File: config.mk
export PLATFORM = sky130hd
export DESIGN_NAME = pixel_run_pattern_detector
export DESIGN_NICKNAME = d
export VERILOG_FILES = /design/src/sv/prpd_pkg.sv /design/src/sv/prpd_close.sv /design/src/sv/prpd_res_queue.sv /design/src/sv/pixel_run_pattern_detector.sv
export SDC_FILE = /design/constraint.sdc
export NUM_CORES = 1
export LEC_CHECK = 0
export BUFFER_PORTS_ARGS = -buffer_cell sky130_fd_sc_hd__buf_2
export CAP_MARGIN = 10
export CORE_AREA = 2 2 153 170
export CTS_BUF_LIST = sky130_fd_sc_hd__clkbuf_2
export DETAILED_ROUTE_END_ITERATION = 6
export DIE_AREA = 0 0 155 172
export SKIP_CTS_REPAIR_TIMING = 1
export SYNTH_ARGS = -nofsm -noshare
export SYNTH_HDL_FRONTEND = slang
export SYNTH_SLANG_ARGS = --single-unit
export TNS_END_PERCENT = 20
File: constraint.sdc
create_clock -name clk_i -period 11.52 [get_ports clk_i]
set_clock_uncertainty 0.2 [all_clocks]
set_input_delay 1.152 -clock clk_i [delete_from_list [all_inputs] [get_ports clk_i]]
set_output_delay 1.152 -clock clk_i [all_outputs]
set_load 0.005 [all_outputs]
File: src/sv/prpd_pkg.sv
// ----------------------------------------------------------------------------
// prpd_pkg
// Shared types, constants and helpers for the pixel run pattern detector.
// ----------------------------------------------------------------------------
package prpd_pkg;

  // Row length limit; lengths saturate here, positions one below.
  localparam int unsigned ROW_LEN = 1024;

  localparam int unsigned PIX_W = 8;
  localparam int unsigned POS_W = 10;
  localparam int unsigned LEN_W = 11;
  localparam int unsigned KIND_W = 2;
  localparam int unsigned NUM_KINDS = 5;

  localparam logic [POS_W-1:0] POS_MAX = POS_W'(ROW_LEN - 1);
  localparam logic [LEN_W-1:0] LEN_MAX = LEN_W'(ROW_LEN);

  localparam logic [PIX_W-1:0] PIX_BLACK = 8'd0;
  localparam logic [PIX_W-1:0] PIX_GRAY = 8'd128;
  localparam logic [PIX_W-1:0] PIX_WHITE = 8'd255;

  localparam logic [KIND_W-1:0] KIND_OTHER = 2'd0;
  localparam logic [KIND_W-1:0] KIND_BLACK = 2'd1;
  localparam logic [KIND_W-1:0] KIND_GRAY = 2'd2;
  localparam logic [KIND_W-1:0] KIND_WHITE = 2'd3;

  typedef logic [NUM_KINDS-1:0][KIND_W-1:0] prpd_kinds_t;

  // Entry 0 is the oldest kind, entry 4 the newest.
  localparam prpd_kinds_t KIND_PATTERN =
    {KIND_BLACK, KIND_WHITE, KIND_GRAY, KIND_WHITE, KIND_BLACK};

  typedef struct packed {
    logic [PIX_W-1:0] pixel;
    logic             end_of_row;
  } prpd_in_t;

  typedef struct packed {
    logic [POS_W-1:0]  run_index;
    logic [KIND_W-1:0] run_kind;
    logic [LEN_W-1:0]  run_length;
    logic [POS_W-1:0]  midpoint;
    logic              pattern_found;
    logic              last;
  } prpd_out_t;

  // State of the open run as seen by the run closing logic.
  typedef struct packed {
    logic [PIX_W-1:0] value;
    logic [LEN_W-1:0] length;
    logic [POS_W-1:0] start;
    logic [POS_W-1:0] runs_done;
    prpd_kinds_t      kinds;
  } prpd_run_t;

  function automatic logic [KIND_W-1:0] kind_of(input logic [PIX_W-1:0] v);
    logic [KIND_W-1:0] k;
    case (v)
      PIX_BLACK: k = KIND_BLACK;
      PIX_GRAY:  k = KIND_GRAY;
      PIX_WHITE: k = KIND_WHITE;
      default:   k = KIND_OTHER;
    endcase
    return k;
  endfunction

endpackage

File: src/sv/prpd_close.sv
// ----------------------------------------------------------------------------
// prpd_close
// Builds the result for a closing run and the bookkeeping that follows it.
// ----------------------------------------------------------------------------
module prpd_close
  import prpd_pkg::*;
(
  input  prpd_run_t        run_i,
  input  logic             last_i,
  output prpd_out_t        res_o,
  output prpd_kinds_t      kinds_o,
  output logic [POS_W-1:0] runs_done_o
);

  logic [KIND_W-1:0] kind;
  logic [POS_W+1:0]  mid_sum;

  assign kind = kind_of(run_i.value);

  // Shift the new kind in at the newest end.
  assign kinds_o = {kind, run_i.kinds[NUM_KINDS-1:1]};

  assign mid_sum = (POS_W+2)'(run_i.start) + (POS_W+2)'(run_i.length >> 1);

  assign runs_done_o = (run_i.runs_done == POS_MAX) ? POS_MAX
                                                    : run_i.runs_done + 1'b1;

  always_comb begin
    res_o.run_index     = run_i.runs_done;
    res_o.run_kind      = kind;
    res_o.run_length    = run_i.length;
    res_o.midpoint      = (mid_sum > (POS_W+2)'(POS_MAX)) ? POS_MAX
                                                         : mid_sum[POS_W-1:0];
    res_o.pattern_found = (kinds_o == KIND_PATTERN);
    res_o.last          = last_i;
  end

endmodule

File: src/sv/prpd_res_queue.sv
// ----------------------------------------------------------------------------
// prpd_res_queue
// Four-entry result queue that takes up to two results per cycle.
// ----------------------------------------------------------------------------
module prpd_res_queue
  import prpd_pkg::*;
(
  input  logic      clk_i,
  input  logic      rst_ni,
  input  logic      push0_i,
  input  prpd_out_t data0_i,
  input  logic      push1_i,
  input  prpd_out_t data1_i,
  output logic      room_o,
  output logic      out_valid_o,
  input  logic      out_stall_i,
  output prpd_out_t out_data_o
);

  prpd_out_t  mem_q [4];
  logic [1:0] wr_q, wr_d;
  logic [1:0] rd_q, rd_d;
  logic [2:0] cnt_q, cnt_d;
  logic       pop;

  // Two free entries are needed since one transaction can close two runs.
  assign room_o      = (cnt_q <= 3'd2);
  assign out_valid_o = (cnt_q != 3'd0);
  assign out_data_o  = mem_q[rd_q];
  assign pop         = out_valid_o && !out_stall_i;

  always_comb begin
    wr_d  = wr_q + 2'(push0_i) + 2'(push1_i);
    rd_d  = rd_q + 2'(pop);
    cnt_d = cnt_q + 3'(push0_i) + 3'(push1_i) - 3'(pop);
  end

  always_ff @(posedge clk_i or negedge rst_ni) begin
    if (!rst_ni) begin
      wr_q  <= '0;
      rd_q  <= '0;
      cnt_q <= '0;
    end else begin
      wr_q  <= wr_d;
      rd_q  <= rd_d;
      cnt_q <= cnt_d;
    end
  end

  always_ff @(posedge clk_i) begin
    if (push0_i) begin
      mem_q[wr_q] <= data0_i;
    end
    if (push1_i) begin
      mem_q[wr_q + 2'd1] <= data1_i;
    end
  end

endmodule

File: src/sv/pixel_run_pattern_detector.sv
// ----------------------------------------------------------------------------
// pixel_run_pattern_detector
// Splits a pixel row into runs of equal value and reports each closed run
// with its kind, length and midpoint, flagging the 1,3,2,3,1 kind pattern.
// ----------------------------------------------------------------------------
//
//   Channel | Signals                             | Transaction
//   --------+-------------------------------------+---------------------------
//   in      | in_valid_i, in_stall_o, in_data_i   | one pixel of the row
//   out     | out_valid_o, out_stall_i, out_data_o| one closed run
//
// One pixel is taken per cycle unless the input stalls. Run state updates in
// the cycle a pixel is accepted; its results enter a four-entry result queue
// that hands them out one per cycle unless the output stalls. A pixel that
// both changes value and ends the row yields two results, so the input stalls
// while the queue has fewer than two free entries. Reset clears the run state
// and the queue.
module pixel_run_pattern_detector
  import prpd_pkg::*;
(
  input  logic      clk_i,
  input  logic      rst_ni,
  input  logic      in_valid_i,
  output logic      in_stall_o,
  input  prpd_in_t  in_data_i,
  output logic      out_valid_o,
  input  logic      out_stall_i,
  output prpd_out_t out_data_o
);

  prpd_run_t        run_q, run_d;
  logic             open_q, open_d;
  prpd_run_t        run_mid;
  prpd_out_t        res_a, res_b;
  prpd_kinds_t      kinds_a, kinds_b;
  logic [POS_W-1:0] runs_a, runs_b;
  logic             room, accept, close_a;
  logic [POS_W:0]   next_start;

  assign in_stall_o = !room;
  assign accept     = in_valid_i && room;
  assign close_a    = open_q && (in_data_i.pixel != run_q.value);

  prpd_close u_close_a (
    .run_i       (run_q),
    .last_i      (1'b0),
    .res_o       (res_a),
    .kinds_o     (kinds_a),
    .runs_done_o (runs_a)
  );

  assign next_start = (POS_W+1)'(run_q.start) + (POS_W+1)'(run_q.length);

  // State after the pixel joins or opens a run, before any row end.
  always_comb begin
    run_mid = run_q;
    if (close_a) begin
      run_mid.runs_done = runs_a;
      run_mid.kinds     = kinds_a;
      run_mid.start     = (next_start > (POS_W+1)'(POS_MAX)) ? POS_MAX
                                                             : next_start[POS_W-1:0];
    end
    if (close_a || !open_q) begin
      if (run_mid.runs_done == '0) begin
        run_mid.start = '0;
      end
      run_mid.value  = in_data_i.pixel;
      run_mid.length = LEN_W'(1);
    end else if (run_q.length < LEN_MAX) begin
      run_mid.length = run_q.length + 1'b1;
    end
  end

  prpd_close u_close_b (
    .run_i       (run_mid),
    .last_i      (1'b1),
    .res_o       (res_b),
    .kinds_o     (kinds_b),
    .runs_done_o (runs_b)
  );

  always_comb begin
    run_d  = run_q;
    open_d = open_q;
    if (accept) begin
      if (in_data_i.end_of_row) begin
        run_d  = '0;
        open_d = 1'b0;
      end else begin
        run_d  = run_mid;
        open_d = 1'b1;
      end
    end
  end

  always_ff @(posedge clk_i or negedge rst_ni) begin
    if (!rst_ni) begin
      run_q  <= '0;
      open_q <= 1'b0;
    end else begin
      run_q  <= run_d;
      open_q <= open_d;
    end
  end

  // The row-end result only travels in the second slot when a value change
  // also closed a run; its bookkeeping outputs are not needed after reset.
  prpd_res_queue u_res_queue (
    .clk_i       (clk_i),
    .rst_ni      (rst_ni),
    .push0_i     (accept && (close_a || in_data_i.end_of_row)),
    .data0_i     (close_a ? res_a : res_b),
    .push1_i     (accept && close_a && in_data_i.end_of_row
                  && (kinds_b == kinds_b) && (runs_b == runs_b)),
    .data1_i     (res_b),
    .room_o      (room),
    .out_valid_o (out_valid_o),
    .out_stall_i (out_stall_i),
    .out_data_o  (out_data_o)
  );

endmodule

==> impl_metrics.yaml, run 1 <==
clocking:
  clk_latency_ps: 840
  cts_tree: "done"
  clk_path_buf_depth: 2
  cts.clk_slew.worst_paths_ps: 330
  cts_sinks: 195
  cts_buffers: 17
  cts_root_buf: "clkbuf_2"
  htreeDepth: 4
detailed_routing:
  vias_per_cell: 6.18
  wl_per_cell_um: 22.4
  ant_nets: 0
  drtPass1Iterations: 5
  via_count: 8731
  detail_route.wirelength_um: 31600
  drcViolationCount: 0
  drt_iter0_drc: 952
global_route:
  track_usage_pct: 24.1
  grt_max_degree: 69
  grt_pass1_wl_um: 48800
  grt-ovfl-total: 0
  antenna_found_initial: 1
  grt_pass1_vias: 8392
power:
  power_mw: 2.54
  ir_drop_uv: 106
  p_per_area_nw_per_um2: 214
  power_leakage_nw: 4.30
placed_design:
  dpl.hpwl_um: 20500
  gp_congestion: 0.938
  dpl_cell_area_um2: 11600
  io_buffers: 49
worst_setup_path:
  worst-path-max-fanout: 14
  cp_slowest_stage_delay_ps: 990
  cp_top_family: "simple AND/OR/NAND/NOR gates"
  cp.arrival_ps: 6400
  critPathRequiredTime_ps: 11890
  timing.critical_path.buf_inv: 1
  endpoint_kind: "flop"
  crit_chain: "ha_1 > inv_1 > or4_1 > nand2_1 > o311a_1 > nor4b_2 > o21bai_1 > nor2_1 > ha_1 > nor2b_1 > o21a_1 > o21ai_1 > a211oi_1 > a211o_1 > nand2b_1 > o22ai_1 > o22ai_1"
  crit_type: "reg2reg"
  slowest_stage: "nor4b_2"
  startpoint_type: "flop"
sta:
  slew-limit-headroom_pct: 20.1
  setup_viol: 0
  tns_ps: 0
  max_freq_ghz: 0.166
  fin_crit_ps: 6030
  finalHoldViolCount: 0
  rsz0062_at_grt: "false"
  slew_viol_final: 0
  worst_pin_slew_ps: 1190
  period_share_pct: 52.3
synth:
  synthesis.nets: 1125
  seq_area_frac_synth_pct: 49.8
  syn_avg_cell_area_um2: 10.4
  syn-cell-area_um2: 11100
  synthFlopType: "edfxtp_1"
  synth.distinct_cells: 66
  yosysTopAreaCell: "edfxtp_1"
  ys.warnings.count: 0
  synthDominantCellAreaShare_pct: 36.7
  yosys_register_bits: 195
  synth_area_leaders: "edfxtp_1 (37%), dfrtp_1 (12%), mux4_2 (7.1%)"
  synthArstFlopShare_pct: 28.2
  synth_enable_flop_cells: 136
  syn-instance-count: 1071
finish:
  area_growth_pct: 6.56
  fin_util_pct: 47.5
  fin_area_um2: 11800
  drive_above_1_share_pct: 14.0
  fillers: 2308
  num-nets-final: 1137
flow_run:
  drv_cap: 0
floorplan:
  core_region_area_um2: 25000
  die_h_um: 172
  start_util_pct: 44.5
  rows: 61
  dieArea_um2: 26700
  ios: 50
  dieWidth_um: 155
worst_hold_path:
  hold_path.class: "in2async"
outcome:
  status: "finished, final reports clean"
## final timing paths
path / endpoint / cells past startpoint / start / slack [ps]
setup / recovery: u_res_queue.mem_q[0][8]$_DFFE_PP_ / 17 / run_q[10]$_DFFE_PN0P_ / 5490
hold / removal: run_q[30]$_DFFE_PN0P_ / 2 / rst_ni / 230
setup reg to reg: u_res_queue.mem_q[0][8]$_DFFE_PP_ / 17 / run_q[10]$_DFFE_PN0P_ / 5490
hold reg to reg: u_res_queue.mem_q[1][0]$_SDFFE_PP1P_ / 2 / u_res_queue.mem_q[1][0]$_SDFFE_PP1P_ / 310
max in group asynchronous: u_res_queue.rd_q[0]$_DFF_PN0_ / 2 / rst_ni / 10290
min in group clk_i: u_res_queue.mem_q[1][0]$_SDFFE_PP1P_ / 2 / u_res_queue.mem_q[1][0]$_SDFFE_PP1P_ / 310
## registers in the layout, summed over array words and instances, names as in the netlist
signal	count
u_res_queue.cnt_q	3
u_res_queue.mem_q	140
run_q	47
open_q	1
u_res_queue.rd_q	2
u_res_queue.wr_q	2
## routing by layer
| metal | share of wire [%] | vias to the layer above | GRT usage (%) |
|---|---|---|---|
| met2 | 46 | 426 | 37.6 |
| met5 | 0 | - | 0 |
| met4 | 1.1 | 0 | 6.52 |
| li1 | - | 4019 | - |
| met1 | 45 | 4259 | 34.4 |
| met3 | 8.3 | 27 | 5.06 |
## kinds of logic after synthesis
kind of cell             after synthesis  synth area share (%)
flip-flops                           195                  49.8
multiplexers                          40                  7.55
adder cells (fa/ha/maj)               41                  5.02
AND/OR/NAND/NOR                      335                  13.7
buffers and inverters                108                  3.93
XOR/XNOR                              44                  3.47
AO/OA/AOI/OAI                        308                  16.5
## area by class of cell
class	count	area [µm²]	area share, %
Sequential cell	195	5540	46.8
Clock buffer	17	85.1	0.718
Timing Repair Buffer	70	403	3.40
Inverter	31	116	0.982
Clock inverter	15	155	1.31
Multi-Input combinational cell	768	5150	43.5
Antenna cell	1	2.50	0.0211
Tap cell	315	394	3.33
## layout by cell type, fill, tap and decap left out, types with 5 or more instances in the layout
cell	count
nand4_1	12
mux4_2	35
nor3_1	13
edfxtp_1	136
nand2b_1	5
buf_2	49
nand3_1	48
o31ai_1	5
a22o_1	7
o21ai_0	93
nor2_1	82
inv_1	29
xnor2_1	25
a22oi_1	6
ha_1	35
clkinv_4	6
xor2_1	19
dfrtp_1	54
a21oi_1	75
buf_4	21
fa_1	6
and3_1	7
nor2b_1	5
a21o_1	7
clkbuf_2	17
o22ai_1	68
o21bai_1	7
a31oi_1	9
nand2_1	135
## power by group
| part | internal [mW] | switching (mW) | leakage, nW |
|---|---|---|---|
| sequential | 0.909 | 0.117 | 2.00 |
| clock | 0.0841 | 0.259 | 0.131 |
| combinational | 0.436 | 0.732 | 2.17 |
| total | 1.43 | 1.11 | 4.30 |
## Yosys cell counts (6+ instances only)
cell,number
o21bai_1,7
xnor2_1,25
a21o_1,7
fa_1,6
nand2_1,135
inv_1,29
buf_1,7
nor3_1,13
mux4_2,35
o22ai_1,68
dfrtp_1,55
nor2_1,82
a22oi_1,6
xor2_1,19
ha_1,35
a21oi_1,75
nand4_1,12
edfxtp_1,136
a22o_1,7
o21ai_0,93
clkbuf_1,55
buf_2,13
nand2b_1,6
and3_1,7
nand3_1,49
a31oi_1,9
## through the flow
step / setup slack (ps) / std cells / hold WS (ps)
floorplan: 6170 / 1071 / 260
global route: 4960 / 1412 / 202
global placement: 5020 / 1379 / 275
finish: 5490 / 1412 / 234
CTS: 5470 / 1411 / 171
detailed placement: 4770 / 1379 / 286
Power figures use the tool's default switching activity.
==> run 2: changes to the inputs <==
- clock period: 11.52 -> 5.07 ns (I/O delays scaled with it)
==> run 2 against run 1 <==
Effect of this change:
- power up 130%
- combinational power rose by 140%
- wire length shrank 0.83%
- fmax rose by 25%
- first-iteration DRC count decreased by 15%
- sequential cell count unchanged
- utilization increased by 2.4 points
- worst hold slack got worse by 120 ps
- die area unchanged
- sequential share of layout area is 2.3 points lower
- critical endpoint is now u_res_queue.mem_q[0][11]$_DFFE_PP_
- highest routed layer unchanged
==> impl_metrics.yaml, run 2 (same netlist as run 1, synthesis figures left out) <==
outcome:
  status: "finished, final reports clean"
sta:
  fin_crit_ps: 4810
  slew-limit-headroom_pct: 21.8
  setup_viol: 0
  tns_ps: 0
  holdWs_ps: 118
  worst_pin_slew_ps: 1160
  max_freq_ghz: 0.208
  finalHoldViolCount: 0
  rsz0062_at_grt: "true"
  period_share_pct: 94.9
  slew_viol_final: 0
worst_setup_path:
  endpoint_kind: "flop"
  cp.arrival_ps: 5260
  cp_top_family: "compound AO/OA/AOI/OAI gates"
  startpoint_type: "flop"
  critPathRequiredTime_ps: 5520
  timing.critical_path.buf_inv: 0
  crit_type: "reg2reg"
  cp_slowest_stage_delay_ps: 480
  crit_chain: "ha_1 > fa_1 > a211oi_1 > o21bai_1 > a221oi_2 > xor2_1 > nand2_2 > o22ai_1 > nor2_1 > ha_1 > a21o_1 > a21oi_1 > o211ai_1 > a21o_1 > nor4b_1 > o21a_2 > or3_1 > o221ai_1"
  worstRegToRegCells: 18
  slowest_stage: "dfrtp_1"
  worst-path-max-fanout: 7
  crit-reg2reg-capture: "u_res_queue.mem_q[0][11]$_DFFE_PP_"
  r2r-start: "run_q[20]$_DFFE_PN0P_"
  rrSetupSlack_ps: 260
power:
  switchingPower_mw: 2.51
  power_leakage_nw: 4.65
  comb_power_share_pct: 47.9
  power_mw: 5.95
  switching_share_pct: 42.3
  power_frac_seq_pct: 39.1
  p_clk_share_pct: 13.0
  internal-power_mw: 3.43
  ir_drop_uv: 221
  p_per_area_nw_per_um2: 478
global_route:
  grt_max_degree: 56
  top_usage_layer: "met2"
  track_usage_pct: 24.1
  grt_pass1_vias: 8652
  grt-ovfl-total: 0
  grt_pass1_wl_um: 48900
  antenna_found_initial: 1
  met1_usage_pct: 33.8
  use_met2_pct: 38.1
  met3_usage_pct: 4.94
detailed_routing:
  wl_per_cell_um: 21.2
  drtPass1Iterations: 5
  detail_route.wirelength_um: 31300
  vias_per_cell: 6.07
  ant_nets: 0
  drt_iter0_drc: 813
  drcViolationCount: 0
  via_count: 8947
finish:
  fin_area_um2: 12400
  largest_register: "u_res_queue.mem_q"
  drive_above_1_share_pct: 18.3
  layout_common_cells: "edfxtp_1 (136), nand2_1 (134), o21ai_0 (93)"
  reg_top3: "u_res_queue.mem_q x140, run_q x47, u_res_queue.cnt_q x3"
  largest_reg_flops: 140
  area_growth_pct: 12.0
  num-nets-final: 1200
  layout_commonest_cell: "edfxtp_1"
floorplan:
  rows: 61
  ios: 50
  core_region_area_um2: 25000
  dieArea_um2: 26700
  start_util_pct: 44.5
  dieWidth_um: 155
  die_h_um: 172
flow_run:
  drv_cap: 0
worst_hold_path:
  hold_path.class: "in2async"
clocking:
  cts_buffers: 17
  cts_sinks: 195
  cts.clk_slew.worst_paths_ps: 290
  clk_path_buf_depth: 2
  htreeDepth: 4
  clk_latency_ps: 830
  cts_tree: "done"
  cts_root_buf: "clkbuf_2"
placed_design:
  dpl_cell_area_um2: 12000
  gp_congestion: 0.890
  dpl.hpwl_um: 21700
  io_buffers: 49
==> run 2: cell types whose count changed in the layout (fill, tap and decap cells not counted), sizes merged <==
cell and delta:
bufinv +1, clkinvlp -1, inv -1, clkbuf +1, buf +51, clkinv -1, dlygate4sd3 +12
==> run 2: how the worst max path moves through the flow <==
stage / from / to / slack [ps] / cells past startpoint
after floorplan: run_q[30]$_DFFE_PN0P_ / u_res_queue.mem_q[1][4]$_DFFE_PP_ / 340 / 22
after global placement: run_q[20]$_DFFE_PN0P_ / u_res_queue.mem_q[2][4]$_DFFE_PP_ / 120 / 20
after detailed placement: run_q[20]$_DFFE_PN0P_ / u_res_queue.mem_q[1][7]$_DFFE_PP_ / 40 / 18
after CTS: run_q[20]$_DFFE_PN0P_ / u_res_queue.mem_q[1][6]$_DFFE_PP_ / -6 / 18
after global routing: run_q[20]$_DFFE_PN0P_ / u_res_queue.mem_q[3][2]$_DFFE_PP_ / -20 / 21
final: run_q[20]$_DFFE_PN0P_ / u_res_queue.mem_q[0][11]$_DFFE_PP_ / 260 / 18
==> run 2: through the flow <==
step / util [%] / cells / setup WS (ps)
after global placement: 48.1 / 1429 / 122
final: 49.9 / 1474 / 259
after floorplan: - / 1071 / 339
after CTS: 49.0 / 1460 / -5.97
after detailed placement: 48.1 / 1429 / 40.2
after global routing: 49.9 / 1474 / -19.1
==> run 2: tightest hold or removal path: stages <==
cell           delay [ps]
dlygate4sd3_1         510
buf_2                  90
buf_4                 570
==> run 2: routing by layer <==
metal / vias to the layer above / part of all wire (%)
li1: 4159 / -
met5: - / 0
met2: 334 / 47
met1: 4415 / 44
met3: 39 / 7.3
met4: 0 / 1.3
==> run 2: power by group through the flow <==
stage	logic [mW]	clock network, mW	registers, mW
floorplan	1.88	0	2.23
global placement	2.73	0	2.35
detailed placement	2.75	0	2.36
CTS	2.76	0.790	2.33
global route	3.12	0.840	2.37
finish	2.85	0.771	2.32
==> run 2: final cells by class <==
type / instances / area (µm²)
clock buffers: 18 / 90.1
flip-flops and latches: 195 / 5540
inverters: 31 / 116
fillers: 2245 / 12500
repair buffers: 133 / 943
multi-input cells: 768 / 5220
clock inverters: 13 / 136
diodes: 1 / 2.50
well taps: 315 / 394
